==> src/sv/rgbpwm_pkg.sv <==
`default_nettype none

package rgbpwm_pkg;

    // Widths fixed by the item and register formats.
    localparam int DUTY_W   = 8;
    localparam int CHAN_W   = 8;
    localparam int INDEX_W  = 8;
    localparam int FRAME_W  = 9;
    localparam int COLOUR_W = 3 * CHAN_W;

    // Beats per slot and the counter that walks them.
    localparam int SLOT_BEATS = 24;
    localparam int BEAT_W     = 5;
    localparam logic [BEAT_W-1:0] LAST_BEAT = BEAT_W'(SLOT_BEATS - 1);

    // Store default for one entry, packed green, red, blue from the top bit down.
    localparam logic [COLOUR_W-1:0] STORE_RESET = {8'h00, 8'h00, 8'hFF};

    // Register reset values.
    localparam logic [DUTY_W-1:0]  HIGH_DUTY_RESET    = 8'd49;
    localparam logic [DUTY_W-1:0]  LOW_DUTY_RESET     = 8'd20;
    localparam logic [FRAME_W-1:0] FRAME_PIXELS_RESET = 9'd256;

    localparam int PIXELS_DEFAULT = 256;

    // Register indexes on the configuration port.
    localparam int CFG_IDX_W = 2;
    localparam logic [CFG_IDX_W-1:0] CFG_HIGH_DUTY    = 2'd0;
    localparam logic [CFG_IDX_W-1:0] CFG_LOW_DUTY     = 2'd1;
    localparam logic [CFG_IDX_W-1:0] CFG_FRAME_PIXELS = 2'd2;

    // Kinds of input beat.
    localparam logic REQ_WRITE = 1'b0;
    localparam logic REQ_SLOT  = 1'b1;

    typedef struct packed {
        logic [DUTY_W-1:0] high;
        logic [DUTY_W-1:0] low;
    } t_duty;

    typedef struct packed {
        logic                gap;
        logic [COLOUR_W-1:0] bits;
    } t_slot;

endpackage

`default_nettype wire

==> src/sv/rgbpwm_ser.sv <==
`default_nettype none

module rgbpwm_ser
    import rgbpwm_pkg::*;
(
    input  wire logic              i_clk,
    input  wire logic              i_rst_n,
    input  wire logic              i_slot_valid,
    input  wire t_slot             i_slot,
    input  wire t_duty             i_duty,
    output logic                   o_slot_take,
    output logic                   o_tvalid,
    input  wire logic              i_tready,
    output logic      [DUTY_W-1:0] o_tdata,
    output logic                   o_tlast
);

    logic                r_valid;
    logic [BEAT_W-1:0]   r_cnt;
    logic [COLOUR_W-1:0] r_bits;
    logic                r_gap;
    logic                w_fire;
    logic                w_end;

    assign w_fire      = r_valid && i_tready;
    assign w_end       = w_fire && (r_cnt == LAST_BEAT);
    assign o_slot_take = i_slot_valid && (!r_valid || w_end);

    always_ff @(posedge i_clk) begin
        if (!i_rst_n) begin
            r_valid <= 1'b0;
            r_cnt   <= '0;
        end else if (o_slot_take) begin
            r_valid <= 1'b1;
            r_cnt   <= '0;
        end else if (w_end) begin
            r_valid <= 1'b0;
            r_cnt   <= '0;
        end else if (w_fire) begin
            r_cnt <= r_cnt + BEAT_W'(1);
        end
    end

    // The colour word leaves most significant bit first.
    always_ff @(posedge i_clk) begin
        if (o_slot_take) begin
            r_bits <= i_slot.bits;
            r_gap  <= i_slot.gap;
        end else if (w_fire) begin
            r_bits <= {r_bits[COLOUR_W-2:0], 1'b0};
        end
    end

    assign o_tvalid = r_valid;
    assign o_tlast  = (r_cnt == LAST_BEAT);
    assign o_tdata  = r_gap ? '0 : (r_bits[COLOUR_W-1] ? i_duty.high : i_duty.low);

    a_idle_cnt_zero: assert property (@(posedge i_clk) disable iff (!i_rst_n)
        !r_valid |-> (r_cnt == '0))
        else $error("beat counter not at zero while idle");

    a_take_starts_slot: assert property (@(posedge i_clk) disable iff (!i_rst_n)
        o_slot_take |=> (r_valid && (r_cnt == '0)))
        else $error("slot taken but serialiser did not start at its first beat");

    a_mid_slot_stays: assert property (@(posedge i_clk) disable iff (!i_rst_n)
        (w_fire && (r_cnt != LAST_BEAT)) |=> r_valid)
        else $error("slot ended before its last beat");

endmodule

`default_nettype wire

==> config.mk <==
export PLATFORM = sky130hd
export DESIGN_NAME = rgbpwm_ser
export DESIGN_NICKNAME = d
export VERILOG_FILES = /design/src/sv/rgbpwm_pkg.sv /design/src/sv/rgbpwm_ser.sv
export SDC_FILE = /design/constraint.sdc
export NUM_CORES = 1
export LEC_CHECK = 0
export BUFFER_PORTS_ARGS = -buffer_cell sky130_fd_sc_hd__buf_2
export CORE_ASPECT_RATIO = 1.4
export CORE_UTILIZATION = 48
export CTS_CLUSTER_SIZE = 30
export DETAILED_ROUTE_END_ITERATION = 7
export PLACE_DENSITY = 0.79
export SETUP_SLACK_MARGIN = 0.5
export SLEW_MARGIN = 0
export SYNTH_ARGS = -nofsm -noshare
export SYNTH_HDL_FRONTEND = slang
export SYNTH_SLANG_ARGS = --single-unit
==> constraint.sdc <==
create_clock -name i_clk -period 2.47 [get_ports i_clk]
set_clock_uncertainty 0.1 [all_clocks]
set_input_delay 0.1235 -clock i_clk [delete_from_list [all_inputs] [get_ports i_clk]]
set_output_delay 0.1235 -clock i_clk [all_outputs]
set_load 0.1 [all_outputs]
==> impl_metrics.toml, run 1 <==
[worst_setup_path]
crit_path_max_fanout = 26
required_ps = 2250
end_kind = "output port"
criticalPathCategory = "register to output port"
startpoint_type = "register"
crit_chain = "ha_1 > nand4b_4 > o21ai_4 > buf_12 > buf_8"
r2r-end = "r_bits[16]$_DFFE_PP_"
timing.rr.start = "r_cnt[0]$_SDFFE_PP0P_"
slowest_stage = "dfxtp_1"
r2r_slack_ps = 630
rr_worst_depth = 5
critPathMaxStageDelay_ps = 370
cp.buffers_inverters = 2
critPathTopFamily = "buffers and inverters"
cp.arrival_ps = 1640

[floorplan]
die_area_mm2 = 0.00328
core-area_mm2 = 0.00288
dieWidth_um = 48.7
ios = 56
die_h_um = 67.4
rows = 23
start_util = 0.509

[timing]
slew_violations = 0
worst_hold_slack_ps = 4.74
fin_tns_setup_ps = 0
setup_viol = 0
relSlewSlack = 0.678
hold_violations = 0
period_share = 0.755
rsz0062_at_grt = "false"
fin_crit_ps = 1860
worst_pin_slew_ps = 487
max_freq_mhz = 536

[hold_path]
hold_depth = 3
hp-start = "i_rst_n"
hp-class = "input port to register"
holdPathEnd = "o_tvalid$_SDFFE_PN0P_"

[synth]
yosysSeqAreaShare = 0.594
yosysWarnings = 0
synth_edf_count = 25
syn_inst = 104
synth_flop_cell = "edfxtp_1"
ys_async_sr_fraction = 0
syn_area_per_cell_um2 = 14.1
synth_area_mm2 = 0.00147
ys_ff_latch = 31
synth.distinct_cells = 25
syn_nets = 150

[drt]
drc = 0
via_count = 1045
drt-wirelength-per-cell_um = 13.3
routed_wl_mm = 2.69
antenna_left = 0
drt_iter0_drc = 19
firstDrtPassIters = 3
via_per_inst = 5.15

[layout]
multi_input_area_um2 = 577
final_cell_mix = "buf_2 (54), edfxtp_1 (25), mux2_2 (21), mux2i_1 (9), nor2_2 (8)"
design_area_mm2 = 0.00191
fill_cells = 227
seqCellArea_um2 = 872
fin_nets = 211
diodes = 0
area_delta_synth_final_pct = 30.1
mostFrequentLayoutCell = "buf_2"
drive_gt1_frac = 0.566
fin_cells = 203
final_util = 0.662

[clock_network]
cts_tree = "done"
clk_latency_ps = 280
clock_sinks = 31
cts_made_buffers = 5
cts_max_level = 2
ctsRootBufferMaster = "clkbuf_8"
postCtsSetupBuffers = 0
path_clk_slew_ps = 60
clockBufferDepth = 2

[placement]
postPlaceCellArea_mm2 = 0.00179
gp_congestion = 0.753
portBuffers = 55
dp_hpwl_mm = 1.99
dp.cells = 194

[power_and_ir_drop]
pwr_density_cell_mw_per_mm2 = 660
power.leakage_uw = 0.000847
peakVddDrop_mv = 0.493

[global_route]
grt_pass1_vias = 1057
grt_pass1_wl_mm = 4.35
antenna_found_initial = 0
grt_max_degree = 27
grt_usage = 0.184
grt_overflow = 0

[flow_run]
maxCapViolations = 0

[status]
status = "finished clean"
-- final cells by class --
type                    instances  share of cell area
clock buffers                   6              0.0381
multi-input cells              67               0.303
well taps                      37              0.0243
inverters                       2             0.00394
flip-flops and latches         31               0.458
repair buffers                 58               0.169
clock inverters                 2             0.00394
-- worst max path at each step --
stage / start / to / slack, ps / depth (start not counted)
3_5_place_dp: r_cnt[0]$_SDFFE_PP0P_ / r_bits[9]$_DFFE_PP_ / 510 / 5
4_1_cts: r_cnt[0]$_SDFFE_PP0P_ / o_slot_take / 510 / 5
6_report: r_cnt[0]$_SDFFE_PP0P_ / o_slot_take / 610 / 5
2_1_floorplan: r_cnt[0]$_SDFFE_PP0P_ / r_cnt[3]$_SDFFE_PP0P_ / 500 / 5
3_3_place_gp: r_cnt[1]$_SDFFE_PP0P_ / r_bits[14]$_DFFE_PP_ / 590 / 5
5_1_grt: r_cnt[0]$_SDFFE_PP0P_ / o_slot_take / 530 / 5
-- routing by layer --
layer	global-route usage	up-vias	part of all wire
li1	-	505	-
met1	0.173	492	0.34
met2	0.339	44	0.55
met3	0.0856	4	0.096
met4	0.0882	0	0.010
met5	0	-	0
-- power by group --
group / switching [µW] / internal (µW) / total [µW] / leakage, µW
Sequential: 21.5 / 623 / 644 / 0.000292
Clock: 173 / 191 / 365 / 0.0000403
Combinational: 154 / 95.5 / 249 / 0.000515
Total: 348 / 910 / 1260 / 0.000847
-- through the flow --
step	setup WS (ps)	total power [µW]
after global placement	588	890
after global routing	530	1310
after CTS	510	1270
after floorplan	505	836
after detailed placement	505	899
final	605	1260
-- sequential cells by signal (all words and copies together), names as in the netlist --
register  cells
o_tvalid      1
r_bits       24
r_cnt         5
r_gap         1
-- cells by family (layout without fill, tap and decap cells) --
| family | after synthesis | after routing | share of synthesized area |
|---|---|---|---|
| multiplexers | 32 | 32 | 0.238 |
| flip-flops | 31 | 31 | 0.594 |
| AND/OR/NAND/NOR | 26 | 26 | 0.0948 |
| AO/OA/AOI/OAI | 7 | 7 | 0.0325 |
| buffers and inverters | 6 | 68 | 0.0256 |
| adder cells (fa/ha/maj) | 1 | 1 | 0.00854 |
| XOR/XNOR | 1 | 1 | 0.00598 |
-- worst reg2reg max path, stage by stage, from the launching register on --
cell	delay, ps
dfxtp_1	370
ha_1	240
nand4b_4	140
o21ai_4	190
buf_12	200
mux2_2	350
-- synthesized netlist by cell type (2+ instances only) --
cell | n | share of area
nand4_1 | 2 | 0.0085
nand3_1 | 2 | 0.0068
buf_6 | 2 | 0.015
mux2_1 | 2 | 0.015
dfxtp_1 | 6 | 0.082
a21oi_1 | 3 | 0.010
mux2i_1 | 9 | 0.061
nand2_1 | 6 | 0.015
nor2_1 | 10 | 0.026
mux2_2 | 21 | 0.16
o21ai_0 | 2 | 0.0068
inv_1 | 2 | 0.0051
edfxtp_1 | 25 | 0.51
-- repair_timing --
action	CTS	global route
setup endpoints to repair	1	5
hold buffers	1	0
endpoints found under the hold margin	1	0
gates resized for setup	3	3
Note: power is estimated with default switching activity, not from simulation.
==> run 2, diff against run 1 <==
--- a/config.mk
+++ b/config.mk
@@ -7,10 +7,10 @@
 export LEC_CHECK = 0
 export BUFFER_PORTS_ARGS = -buffer_cell sky130_fd_sc_hd__buf_2
 export CORE_ASPECT_RATIO = 1.4
-export CORE_UTILIZATION = 48
+export CORE_UTILIZATION = 43
 export CTS_CLUSTER_SIZE = 30
 export DETAILED_ROUTE_END_ITERATION = 7
-export PLACE_DENSITY = 0.79
+export PLACE_DENSITY = 0.74
 export SETUP_SLACK_MARGIN = 0.5
 export SLEW_MARGIN = 0
 export SYNTH_ARGS = -nofsm -noshare
==> constraint.sdc (replaced) <==
create_clock -name i_clk -period 1.7 [get_ports i_clk]
set_clock_uncertainty 0.1 [all_clocks]
set_input_delay 0.085 -clock i_clk [delete_from_list [all_inputs] [get_ports i_clk]]
set_output_delay 0.085 -clock i_clk [all_outputs]
set_load 0.1 [all_outputs]
==> impl_metrics.toml, run 2 (synthesis results as in run 1) <==
[floorplan]
ios = 56
die_area_mm2 = 0.00365
dieWidth_um = 51.3
rows = 24
core-area_mm2 = 0.00318
start_util = 0.460
die_h_um = 71.1

[flow_run]
maxCapViolations = 0

[clock_network]
clk_latency_ps = 290
clock_sinks = 31
cts_max_level = 2
path_clk_slew_ps = 70
cts_made_buffers = 5
clockBufferDepth = 2
ctsRootBufferMaster = "clkbuf_8"
cts_tree = "done"

[power_and_ir_drop]
peakVddDrop_mv = 0.720
power.leakage_uw = 0.00111
pwr-share-comb = 0.291
pwr_density_cell_mw_per_mm2 = 803
power.internal_uw = 1490
p_clk_frac = 0.268
switching_share = 0.294
switchingPower_uw = 619
seq_power_share = 0.442

[layout]
design_area_mm2 = 0.00262
area_delta_synth_final_pct = 78.9
largest_registers = "r_bits: 24 flops, r_cnt: 5 flops"
multi_input_area_um2 = 866
seqCellArea_um2 = 882
drive_gt1_frac = 0.681
fin_nets = 236
mostFrequentLayoutCell = "buf_2"
regMostFlops = "r_bits"
final_cell_mix = "buf_2 (44), edfxtp_1 (25), mux2_4 (23), dlygate4sd3_1 (14), buf_12 (13)"
diodes = 0
fill_cells = 183
largest_register_ffs = 24

[timing]
worst_pin_slew_ps = 280
hold_violations = 0
slew_violations = 0
fin_crit_ps = 1700
max_freq_mhz = 587
setup_viol = 7
relSlewSlack = 0.815
fin_tns_setup_ps = -17.1
rsz0062_at_grt = "true"
fin_ws_ps = -3.88
period_share = 1.00
worst_hold_slack_ps = 5.06

[drt]
drc = 0
firstDrtPassIters = 4
antenna_left = 0
drt-wirelength-per-cell_um = 16.6
via_count = 1188
via_per_inst = 5.17
routed_wl_mm = 3.82
drt_iter0_drc = 23

[worst_setup_path]
crit_end = "r_bits[7]$_DFFE_PP_"
end_kind = "register"
crit_path_max_fanout = 18
cp.arrival_ps = 1640
timing.rr.start = "r_cnt[1]$_SDFFE_PP0P_"
cp-startpoint = "r_cnt[1]$_SDFFE_PP0P_"
r2r-end = "r_bits[7]$_DFFE_PP_"
startpoint_type = "register"
r2r_slack_ps = -4
rr_worst_depth = 5
criticalPathCategory = "register to register"
required_ps = 1640

[hold_path]
hp-class = "input port to register"

[global_route]
grt_pass1_wl_mm = 5.84
antenna_found_initial = 0
grt_max_degree = 25
grt_usage = 0.222
grt_overflow = 0
grt_pass1_vias = 1290

[placement]
dp_hpwl_mm = 2.25
gp_congestion = 0.661
pre_cts_ws_ps = 16.3
portBuffers = 55
postPlaceCellArea_mm2 = 0.00215

[status]
failed_checks = "setup timing"
status = "complete, but fails checks"
## run 2: how the worst min path moves through the flow
stage,from,endpoint,slack (ps),depth (start not counted)
4_1_cts,i_tready,o_tvalid$_SDFFE_PN0P_,-20,2
2_1_floorplan,i_tready,o_tvalid$_SDFFE_PN0P_,80,1
5_1_grt,i_slot[7],r_bits[7]$_DFFE_PP_,7,2
3_5_place_dp,i_slot[24],r_gap$_DFFE_PN_,170,1
6_report,i_slot[6],r_bits[6]$_DFFE_PP_,5,2
3_3_place_gp,i_slot[24],r_gap$_DFFE_PN_,160,1
## run 2: what timing repair did
item / CTS / global route
hold buffers: 14 / 0
endpoints found under the setup margin: 39 / 41
buffers inserted: 9 / 1
endpoints found under the hold margin: 13 / 0
resized for setup: 13 / 15
pin swaps: 5 / 4
## run 2: area by class of cell
class | count | share of cell area
multi-input cells | 67 | 0.330
clock inverters | 3 | 0.00573
flip-flops and latches | 31 | 0.337
clock buffers | 5 | 0.0263
well taps | 39 | 0.0186
repair buffers | 83 | 0.278
inverters | 2 | 0.00430
## run 2: power groups by stage
stage	Sequential (µW)	Clock, µW	Combinational [µW]
floorplan	946	0	348
global placement	959	0	480
detailed placement	960	0	492
CTS	928	570	574
global route	936	595	642
finish	930	563	612
## run 2: layer usage
layer  routed length, µm  track usage  vias to the layer above
met5                   0            0                        -
met4                  34        0.105                        0
met3                 228       0.0430                        4
met2                2170        0.404                       52
met1                1390        0.241                      574
li1                    -            -                      558
## run 2: through the flow
step / cells / power, µW / util
floorplan: 104 / 1290 / -
global placement: 198 / 1440 / 0.676
detailed placement: 198 / 1450 / 0.676
CTS: 229 / 2070 / 0.790
global route: 230 / 2170 / 0.824
finish: 230 / 2110 / 0.824
## run 2: critical path, stage by stage (launching register included)
cell	delay [ps]
dfxtp_4	360
ha_4	150
nand4b_4	120
o21ai_4	200
buf_12	210
mux2_4	320
==> run 3, diff against run 2 <==
--- a/config.mk
+++ b/config.mk
@@ -11,6 +11,7 @@
 export CTS_CLUSTER_SIZE = 30
 export DETAILED_ROUTE_END_ITERATION = 7
 export PLACE_DENSITY = 0.74
+export RECOVER_POWER = 100
 export SETUP_SLACK_MARGIN = 0.5
 export SLEW_MARGIN = 0
 export SYNTH_ARGS = -nofsm -noshare
==> impl_metrics.toml, run 3 (synthesis results as in run 1) <==
[status]
status = "complete, but fails checks"
failed_checks = "setup timing"

[worst_setup_path]
criticalPathCategory = "register to register"
startpoint_type = "register"
end_kind = "register"
cp.buffers_inverters = 1
cp.arrival_ps = 1640
timing.rr.start = "r_cnt[1]$_SDFFE_PP0P_"
slowest_stage = "dfxtp_4"
required_ps = 1640
crit_path_max_fanout = 18
cp-startpoint = "r_cnt[1]$_SDFFE_PP0P_"
critPathTopFamily = "flip-flops"
critPathMaxStageDelay_ps = 360
crit_chain = "ha_4 > nand4b_4 > o21ai_4 > buf_12 > mux2_4"

[drt]
wl_met3_um = 226
firstDrtPassIters = 4
via_count = 1196
drt-wirelength-per-cell_um = 16.6
wl_met2_mm = 2.17
drc = 0
routed_wl_mm = 3.83
maxUsedRoutingLayer = "met4"
via_per_inst = 5.20
drt-met1-wl_mm = 1.40
antenna_left = 0
drt_iter0_drc = 24

[power_and_ir_drop]
pwr-share-comb = 0.289
switching_share = 0.294
seq_power_share = 0.443
power.leakage_uw = 0.00111
power.internal_uw = 1480
pwr_density_cell_mw_per_mm2 = 806
peakVddDrop_mv = 0.722
switchingPower_uw = 617
p_clk_frac = 0.268
total_power_uw = 2100

[layout]
multi_input_area_um2 = 852
area_delta_synth_final_pct = 78.0
diodes = 0
regMostFlops = "r_bits"
mostFrequentLayoutCell = "buf_2"
largest_registers = "r_bits: 24 flops, r_cnt: 5 flops"
drive_gt1_frac = 0.681
fill_cells = 186
fin_cells = 230
final_cell_mix = "buf_2 (44), edfxtp_1 (25), mux2_4 (23), dlygate4sd3_1 (14), buf_12 (13)"
seqCellArea_um2 = 882
largest_register_ffs = 24
fin_nets = 236
final_util = 0.819

[timing]
hold_violations = 0
setup_viol = 8
rsz0062_at_grt = "true"
worst_pin_slew_ps = 570
fin_crit_ps = 1700
period_share = 1.00
fin_tns_setup_ps = -16.8
fin_ws_ps = -3.92
max_freq_mhz = 587
slew_violations = 0
relSlewSlack = 0.619

[global_route]
grt_pass1_wl_mm = 5.84
grt_overflow = 0
grt_usage = 0.222
grt_pass1_vias = 1290
grt_max_degree = 25
antenna_found_initial = 0

[clock_network]
clk_latency_ps = 290
cts_max_level = 2
ctsRootBufferMaster = "clkbuf_8"
cts_made_buffers = 5
clockBufferDepth = 2
path_clk_slew_ps = 70
cts_tree = "done"
clock_sinks = 31

[floorplan]
ios = 56
die_area_mm2 = 0.00365
rows = 24
start_util = 0.460
dieWidth_um = 51.3
core-area_mm2 = 0.00318
die_h_um = 71.1

[flow_run]
maxCapViolations = 0

[placement]
portBuffers = 55
dp.cells = 198
dp_hpwl_mm = 2.25
gp_congestion = 0.661

[hold_path]
hp-start = "i_slot[6]"
hp-class = "input port to register"
run 3: worst paths after layout:
check,to,slack [ps],depth (start not counted)
setup / recovery,r_bits[7]$_DFFE_PP_,-4,5
hold / removal,r_bits[6]$_DFFE_PP_,5,2
setup reg to reg,r_bits[7]$_DFFE_PP_,-4,5
hold reg to reg,r_bits[18]$_DFFE_PP_,450,1
run 3: timing repair:
action                                 in CTS  in global routing
pin swaps                                   5                  4
setup buffers                               9                  1
resized for setup                          13                 15
endpoints found under the hold margin      13                  0
hold buffers                               14                  0
setup endpoints to repair                  39                 41
run 3: power by group through the flow:
stage / clock (µW) / combinational (µW) / sequential, µW
finish: 564 / 607 / 930
global route: 595 / 636 / 937
CTS: 570 / 574 / 928
detailed placement: 0 / 492 / 960
global placement: 0 / 480 / 959
floorplan: 0 / 348 / 946
run 3: stage by stage:
stage                     setup slack (ps)  hold WS, ps  area (µm²)
after floorplan                       -179         82.0        1690
after global routing                 -40.9         6.74        2610
after global placement                51.8          165        2150
after detailed placement              16.3          169        2150
after CTS                             21.4        -23.5        2510
final                                -3.92         4.77        2610
run 3: final cells by class:
cell class,count,area share
clock buffer,5,0.0264
clock inverter,3,0.00576
inverter,2,0.00432
multi-input combinational,67,0.327
sequential,31,0.338
tap,39,0.0187
timing repair buffer,83,0.280
run 3: metal layers:
layer	GRT usage	vias up
li1	-	558
met1	0.241	583
met2	0.404	51
met3	0.0430	4
met4	0.105	0
met5	0	-
